--- config.mk ---
export PLATFORM = sky130hd
export DESIGN_NAME = color_similarity_weight
export DESIGN_NICKNAME = d
export VERILOG_FILES = /design/src/hdl/csw_pkg.sv /design/src/hdl/csw_level_count.sv /design/src/hdl/color_similarity_weight.sv
export SDC_FILE = /design/constraint.sdc
export NUM_CORES = 1
export LEC_CHECK = 0
export ABC_CLOCK_PERIOD_IN_PS = 6200
export BUFFER_PORTS_ARGS = -buffer_cell sky130_fd_sc_hd__buf_2
export CORE_MARGIN = 4
export CORE_UTILIZATION = 40
export DETAILED_ROUTE_END_ITERATION = 8
export GPL_TIMING_DRIVEN = 0
export PLACE_DENSITY = 0.62
export SETUP_SLACK_MARGIN = 0.3
export SYNTH_ARGS = -nofsm -noshare
export SYNTH_HDL_FRONTEND = slang
export SYNTH_SLANG_ARGS = --single-unit
--- constraint.sdc ---
create_clock -name clk -period 6.2 [get_ports clk]
set_input_delay 1.86 -clock clk [delete_from_list [all_inputs] [get_ports clk]]
set_output_delay 1.86 -clock clk [all_outputs]
set_load 0.005 [all_outputs]
--- src/hdl/csw_pkg.sv ---
`timescale 1ns / 1ps

package csw_pkg;

    // Default width of one color channel.
    localparam int CHANNEL_BITS_DEF = 8;

    // Width of the result weight (0 to 100).
    localparam int WEIGHT_W = 7;

    // Number of weight levels and the width of a level bound.
    localparam int LEVELS     = 100;
    localparam int BOUND_W    = 12;

    // The level compares are split into groups that are counted in one stage
    // and summed in the next.
    localparam int GROUP_SIZE = 10;
    localparam int GROUPS     = LEVELS / GROUP_SIZE;
    localparam int GCOUNT_W   = $clog2(GROUP_SIZE + 1);

    // Level k+1 is reached when the squared distance is at most bound k.
    // The bound is floor((10 * ln(100 / (k + 1)))^2) and never increases with k.
    localparam logic [BOUND_W-1:0] LEVEL_BOUND [LEVELS] = '{
        12'd2120, 12'd1530, 12'd1229, 12'd1036, 12'd897,
        12'd791,  12'd707,  12'd637,  12'd579,  12'd530,
        12'd487,  12'd449,  12'd416,  12'd386,  12'd359,
        12'd335,  12'd313,  12'd294,  12'd275,  12'd259,
        12'd243,  12'd229,  12'd215,  12'd203,  12'd192,
        12'd181,  12'd171,  12'd162,  12'd153,  12'd144,
        12'd137,  12'd129,  12'd122,  12'd116,  12'd110,
        12'd104,  12'd98,   12'd93,   12'd88,   12'd83,
        12'd79,   12'd75,   12'd71,   12'd67,   12'd63,
        12'd60,   12'd57,   12'd53,   12'd50,   12'd48,
        12'd45,   12'd42,   12'd40,   12'd37,   12'd35,
        12'd33,   12'd31,   12'd29,   12'd27,   12'd26,
        12'd24,   12'd22,   12'd21,   12'd19,   12'd18,
        12'd17,   12'd16,   12'd14,   12'd13,   12'd12,
        12'd11,   12'd10,   12'd9,    12'd9,    12'd8,
        12'd7,    12'd6,    12'd6,    12'd5,    12'd4,
        12'd4,    12'd3,    12'd3,    12'd3,    12'd2,
        12'd2,    12'd1,    12'd1,    12'd1,    12'd1,
        12'd0,    12'd0,    12'd0,    12'd0,    12'd0,
        12'd0,    12'd0,    12'd0,    12'd0,    12'd0
    };

endpackage

--- src/hdl/csw_level_count.sv ---
`timescale 1ns / 1ps

module csw_level_count #(
    parameter int SUM_W = 2 * csw_pkg::CHANNEL_BITS_DEF + 2
) (
    input  logic                          clk,
    input  logic                          rst_n,
    input  logic                          in_valid,
    output logic                          in_ready,
    input  logic [SUM_W-1:0]              dist_sq,
    output logic                          out_valid,
    input  logic                          out_ready,
    output logic [csw_pkg::WEIGHT_W-1:0]  weight
);

    localparam int CMP_W = (SUM_W > csw_pkg::BOUND_W) ? SUM_W : csw_pkg::BOUND_W;

    logic                             cnt_valid_reg;
    logic [csw_pkg::GCOUNT_W-1:0]     gcount_reg [csw_pkg::GROUPS];
    logic [csw_pkg::GCOUNT_W-1:0]     gcount_next [csw_pkg::GROUPS];
    logic                             out_valid_reg;
    logic [csw_pkg::WEIGHT_W-1:0]     weight_reg;
    logic [csw_pkg::WEIGHT_W-1:0]     weight_next;
    logic                             adv_cnt;
    logic                             adv_out;
    logic [CMP_W-1:0]                 dist_ext;

    assign adv_out  = ~out_valid_reg | out_ready;
    assign adv_cnt  = ~cnt_valid_reg | adv_out;
    assign in_ready = adv_cnt;
    assign dist_ext = CMP_W'(dist_sq);

    // Each group counts how many of its bounds the distance does not exceed.
    always_comb
    begin
        for (int g = 0; g < csw_pkg::GROUPS; g++)
        begin
            gcount_next[g] = '0;
            for (int j = 0; j < csw_pkg::GROUP_SIZE; j++)
            begin
                if (dist_ext <= CMP_W'(csw_pkg::LEVEL_BOUND[g * csw_pkg::GROUP_SIZE + j]))
                begin
                    gcount_next[g] = gcount_next[g] + 1'b1;
                end
            end
        end
    end

    always_comb
    begin
        weight_next = '0;
        for (int g = 0; g < csw_pkg::GROUPS; g++)
        begin
            weight_next = weight_next + csw_pkg::WEIGHT_W'(gcount_reg[g]);
        end
    end

    always_ff @(posedge clk or negedge rst_n)
    begin
        if (!rst_n)
        begin
            cnt_valid_reg <= 1'b0;
            out_valid_reg <= 1'b0;
        end
        else
        begin
            if (adv_cnt)
            begin
                cnt_valid_reg <= in_valid;
            end
            if (adv_out)
            begin
                out_valid_reg <= cnt_valid_reg;
            end
        end
    end

    always_ff @(posedge clk)
    begin
        if (adv_cnt && in_valid)
        begin
            gcount_reg <= gcount_next;
        end
        if (adv_out && cnt_valid_reg)
        begin
            weight_reg <= weight_next;
        end
    end

    assign out_valid = out_valid_reg;
    assign weight    = weight_reg;

endmodule

--- src/hdl/color_similarity_weight.sv ---
`timescale 1ns / 1ps

// Channel  | Direction | Word contents (lowest bit first)
// ---------+-----------+-------------------------------------------------------
// s_axis   | in        | red_a, green_a, blue_a, red_b, green_b, blue_b
// m_axis   | out       | weight (7 bits), one zero pad bit
//
// One pixel pair is taken every cycle while m_axis is not stalled, and each pair
// produces exactly one weight word. The five register stages are: channel
// differences, squares, the squared-distance sum, grouped level compares, and the
// final sum of group counts, which is also the output register.
// Reset clears only the valid bits of the stages. A stall on m_axis holds each
// stage that holds a word and lets bubbles ahead of it close up.

module color_similarity_weight #(
    parameter int CHANNEL_BITS = csw_pkg::CHANNEL_BITS_DEF
) (
    input  logic                        clk,
    input  logic                        rst_n,
    input  logic                        s_axis_tvalid,
    output logic                        s_axis_tready,
    // red_a, green_a, blue_a, red_b, green_b, blue_b, then zero pad to bytes
    input  logic [((6*CHANNEL_BITS+7)/8)*8-1:0] s_axis_tdata,
    output logic                        m_axis_tvalid,
    input  logic                        m_axis_tready,
    // weight in the low 7 bits, then one zero pad bit
    output logic [7:0]                  m_axis_tdata
);

    localparam int CB    = CHANNEL_BITS;
    localparam int SQ_W  = 2 * CB;
    localparam int SUM_W = 2 * CB + 2;

    // Stage 1: absolute channel differences.
    logic                v1_reg;
    logic [CB-1:0]       diff_reg [3];
    logic [CB-1:0]       diff_next [3];
    // Stage 2: squared differences.
    logic                v2_reg;
    logic [SQ_W-1:0]     sq_reg [3];
    // Stage 3: squared color distance.
    logic                v3_reg;
    logic [SUM_W-1:0]    sum_reg;

    logic                adv1;
    logic                adv2;
    logic                adv3;
    logic                cnt_ready;
    logic [csw_pkg::WEIGHT_W-1:0] weight;

    assign adv3 = ~v3_reg | cnt_ready;
    assign adv2 = ~v2_reg | adv3;
    assign adv1 = ~v1_reg | adv2;
    assign s_axis_tready = adv1;

    // The first pixel's channels sit in the lower three fields.
    always_comb
    begin
        for (int c = 0; c < 3; c++)
        begin
            logic [CB-1:0] a;
            logic [CB-1:0] b;
            a = s_axis_tdata[c*CB +: CB];
            b = s_axis_tdata[(c+3)*CB +: CB];
            diff_next[c] = (a >= b) ? (a - b) : (b - a);
        end
    end

    always_ff @(posedge clk or negedge rst_n)
    begin
        if (!rst_n)
        begin
            v1_reg <= 1'b0;
            v2_reg <= 1'b0;
            v3_reg <= 1'b0;
        end
        else
        begin
            if (adv1)
            begin
                v1_reg <= s_axis_tvalid;
            end
            if (adv2)
            begin
                v2_reg <= v1_reg;
            end
            if (adv3)
            begin
                v3_reg <= v2_reg;
            end
        end
    end

    always_ff @(posedge clk)
    begin
        if (adv1 && s_axis_tvalid)
        begin
            diff_reg <= diff_next;
        end
        if (adv2 && v1_reg)
        begin
            for (int c = 0; c < 3; c++)
            begin
                sq_reg[c] <= SQ_W'(diff_reg[c]) * SQ_W'(diff_reg[c]);
            end
        end
        if (adv3 && v2_reg)
        begin
            sum_reg <= SUM_W'(sq_reg[0]) + SUM_W'(sq_reg[1]) + SUM_W'(sq_reg[2]);
        end
    end

    csw_level_count #(
        .SUM_W (SUM_W)
    ) u_level_count (
        .clk       (clk),
        .rst_n     (rst_n),
        .in_valid  (v3_reg),
        .in_ready  (cnt_ready),
        .dist_sq   (sum_reg),
        .out_valid (m_axis_tvalid),
        .out_ready (m_axis_tready),
        .weight    (weight)
    );

    assign m_axis_tdata = {1'b0, weight};

endmodule
==> qor.csv <==
stage,metric,value,unit
routing,DR DRC count,0,
layout,ANT cells,0,
pwr,Worst VDD drop,0.343,mV
layout,Layout Nets,2791,
placed_design,pre-CTS WS,-1.00,ns
placed_design,Placement Cell Area,21400,µm²
logic_synthesis,Area contributors post-synth,"edfxtp_1 20%, ha_1 15%, fa_1 12%, xnor2_1 6.7%, inv_1 4.9%",
clock_tree,CTS sink count,136,
logic_synthesis,#FFs+latches synth,136,
clock_tree,Root Driver,clkbuf_16,
critical_path,Worst Path Max Fanout,5,
clock_tree,CTS Buffer Depth,2,
logic_synthesis,ys async rst share,3.68,%
die,CORE AREA,49400,µm²
critical_path,CP Launch Type,flip-flop,
layout,Layout area overhead,16.6,%
timing,minimum hold slack,0.483,ns
logic_synthesis,top post-synthesis cells by count,"264 x inv_1, 236 x ha_1, 196 x nand2_1",
clock_tree,"CTS clk-pin slew, worst paths",0.06,ns
pwr,Int Power,0.00553,W
pwr,Sw Pwr,0.00452,W
timing,Final setup viols,4,
outcome,failing checks,negative setup slack,
logic_synthesis,"EDFF count, synth",131,
routing,Via Count,16600,
timing,RSZ-0062 raised after global routing,true,
timing,Final Skew,0.00985,ns
logic_synthesis,synth warn,0,
grt,number of global-route vias before repair,16800,
outcome,status,"finished, violations left",
critical_path,slowest CP cell,or4_4,
grt,largest net degree at the start of global routing,45,
critical_path,CP max stage delay,0.58,ns
critical_path,cell mode on critical path,ha_4,
die,Initial Util,40.8,%
die,io pins,62,
layout,Reg area,4060,µm²
critical_path,worst endpoint data arrival time,6.69,ns
critical_path,Worst EP required,6.39,ns
clock_tree,H-tree Lvls,4,
timing,slew at the pin closest to its max-slew limit,1.19,ns
grt,Overall Global Routing Usage,19.3,%
timing,f_max,154,MHz
pwr,Net Sw Frac,45.0,%
clock_tree,CTS tree,yes,
grt,global-route wire length before repair,84000,µm
layout,multi-input logic area,15600,µm²
timing,Final Cycle Share,105,%
logic_synthesis,area of the mapped netlist,20100,µm²
logic_synthesis,sequential share of the synthesized area,20.2,%
timing,slew margin rel.,20.8,%
logic_synthesis,synthesized area per cell,9.08,µm²
routing,average wire per standard cell,16.7,µm
logic_synthesis,library cells used by synthesis,103,
logic_synthesis,Synth Instances,2217,
clock_tree,Inserted Clock Buffers,17,
die,die span in x,232,µm
logic_synthesis,top-count cell post-synth,inv_1,
placed_design,gpl congestion,0.980,
timing,Final Hold Vio Count,0,
timing,PnR worst setup slack,-0.303,ns
logic_synthesis,top-area cell type share of the netlist area,19.5,%
critical_path,kind of critical path,flip-flop to flip-flop,
die,Die Area,54000,µm²
placed_design,number of I/O port buffers,60,
routing,vias per cell,5.42,
logic_synthesis,Yosys top cell by area,edfxtp_1,
pwr,Clock power frac,10.9,%
pwr,Comb pwr share,69.5,%
layout,fillcell total,4721,
grt,gr ovfl total,0,
timing,Setup TNS,-0.881,ns
timing,min Tclk post-route,6.50,ns
layout,design area,23500,µm²
routing,drt total wl,51100,µm
pwr,Power Density,428,nW/µm²
die,chip height,232,µm
pwr,Pleak,10.7,nW
layout,layout cells sized above 1,17.6,%
routing,DRT Pass-1 Iters,7,
clock_tree,CTS Hold Bufs,0,
min_path,Worst Hold Class,flip-flop to flip-flop,
layout,Largest register FFs,45,
critical_path,Critical Path End Type,flip-flop,
run,max-cap violation count,0,
routing,Starting DRT DRC Count,1210,
routing,Antenna Nets Post-Route,0,
pwr,Tot Pwr,0.0100,W
timing,Final Max Slew Viols,0,
die,Rows,81,
logic_synthesis,top_reg_cell synth,edfxtp_1,
clock_tree,clock latency on the worst-skew pair,0.47,ns
pwr,Flop pwr share,19.6,%
placed_design,DP HPWL,40500,µm
grt,initial antenna violation count,0,
[final cells by class]
type	instances	share of cell area, %
Multi-Input combinational cell	1752	66.5
Sequential cell	136	17.3
Inverter	264	4.23
Timing Repair Buffer	136	3.92
Tap cell	664	3.54
Clock buffer	22	1.98
Buffer	72	1.91
Clock inverter	10	0.607
[final timing paths]
kind                                   from                           end  slack [ns]  depth (start not counted)
worst max-delay path            sum_reg[12]  u_level_count.gcount_reg[14]       -0.30                         30
worst min-delay path                 v1_reg                        v2_reg        0.48                          1
worst max register to register  sum_reg[12]  u_level_count.gcount_reg[14]       -0.30                         30
worst min register to register       v1_reg                        v2_reg        0.48                          1
max in group asynchronous             rst_n                        v1_reg        4.88                          1
min in group asynchronous             rst_n                        v3_reg        1.19                          1
[critical path: cells and delay by family (launching register included)]
family	cells	cell delay (ns)
buf+inv	6	0.74
flops	1	0.40
compound gates	7	1.29
fa+ha+maj	5	1.28
mux	2	0.55
xor+xnor	5	0.70
simple gates	5	1.28
[routing by layer]
metal / GRT usage, % / vias up / part of all wire (%)
li1: - / 7991 / -
met1: 22.6 / 8006 / 40
met2: 35.2 / 447 / 51
met3: 2.55 / 125 / 4.6
met4: 8.28 / 0 / 4.1
met5: 0 / - / 0
[timing repair]
item | 4_1_cts | 5_1_grt
pin swaps | 69 | 57
setup endpoints to repair | 24 | 24
resized for setup | 142 | 66
gates cloned | 1 | 0
setup buffers | 53 | 21
hold endpoints to repair | 0 | 0
[cells in the final DEF, fill, tap and decap left out, drive strengths merged, types with 10 or more instances in the layout]
cell and n:
a31oi 21, fa 124, nand2b 32, nand3 40
o22ai 20, o21a 18, xnor3 10, nor4 16
ha 236, nand4 24, and3 16, buf 170
or3 16, edfxtp 131, nor2 106, xnor2 161
a31o 10, nand2 196, o31ai 11, inv 266
nor2b 30, o21ai 87, xor2 76, nor3 37
mux2 26, o21bai 20, and2 76, or2 18
mux2i 33, a21o 24, a21oi 110, a211oi 11
a21boi 10, o211ai 12, clkbuf 59
[power groups by stage]
stage | combinational, W | sequential [W] | clock (W)
2_1_floorplan | 0.00534 | 0.00192 | 0
3_3_place_gp | 0.00657 | 0.00200 | 0
3_5_place_dp | 0.00670 | 0.00201 | 0
4_1_cts | 0.00698 | 0.00199 | 0.00113
5_1_grt | 0.00795 | 0.00201 | 0.00116
6_report | 0.00698 | 0.00197 | 0.00109
[stage by stage]
stage / std cells / util, %
2_1_floorplan: 2224 / -
3_3_place_gp: 2948 / 43.4
3_5_place_dp: 2949 / 43.4
4_1_cts: 3035 / 46.6
5_1_grt: 3056 / 47.6
6_report: 3056 / 47.6
[cells by family after synthesis]
group / share of synthesized area (%)
AOI/OAI and AO/OA: 14.0
adders and majority gates: 27.0
DFF: 20.2
xor gates and xnor gates: 12.2
buffers and inverters: 6.48
and+or+nand+nor: 17.1
muxes: 3.10
other: 0.0186
Power figures use the tool's default switching activity.
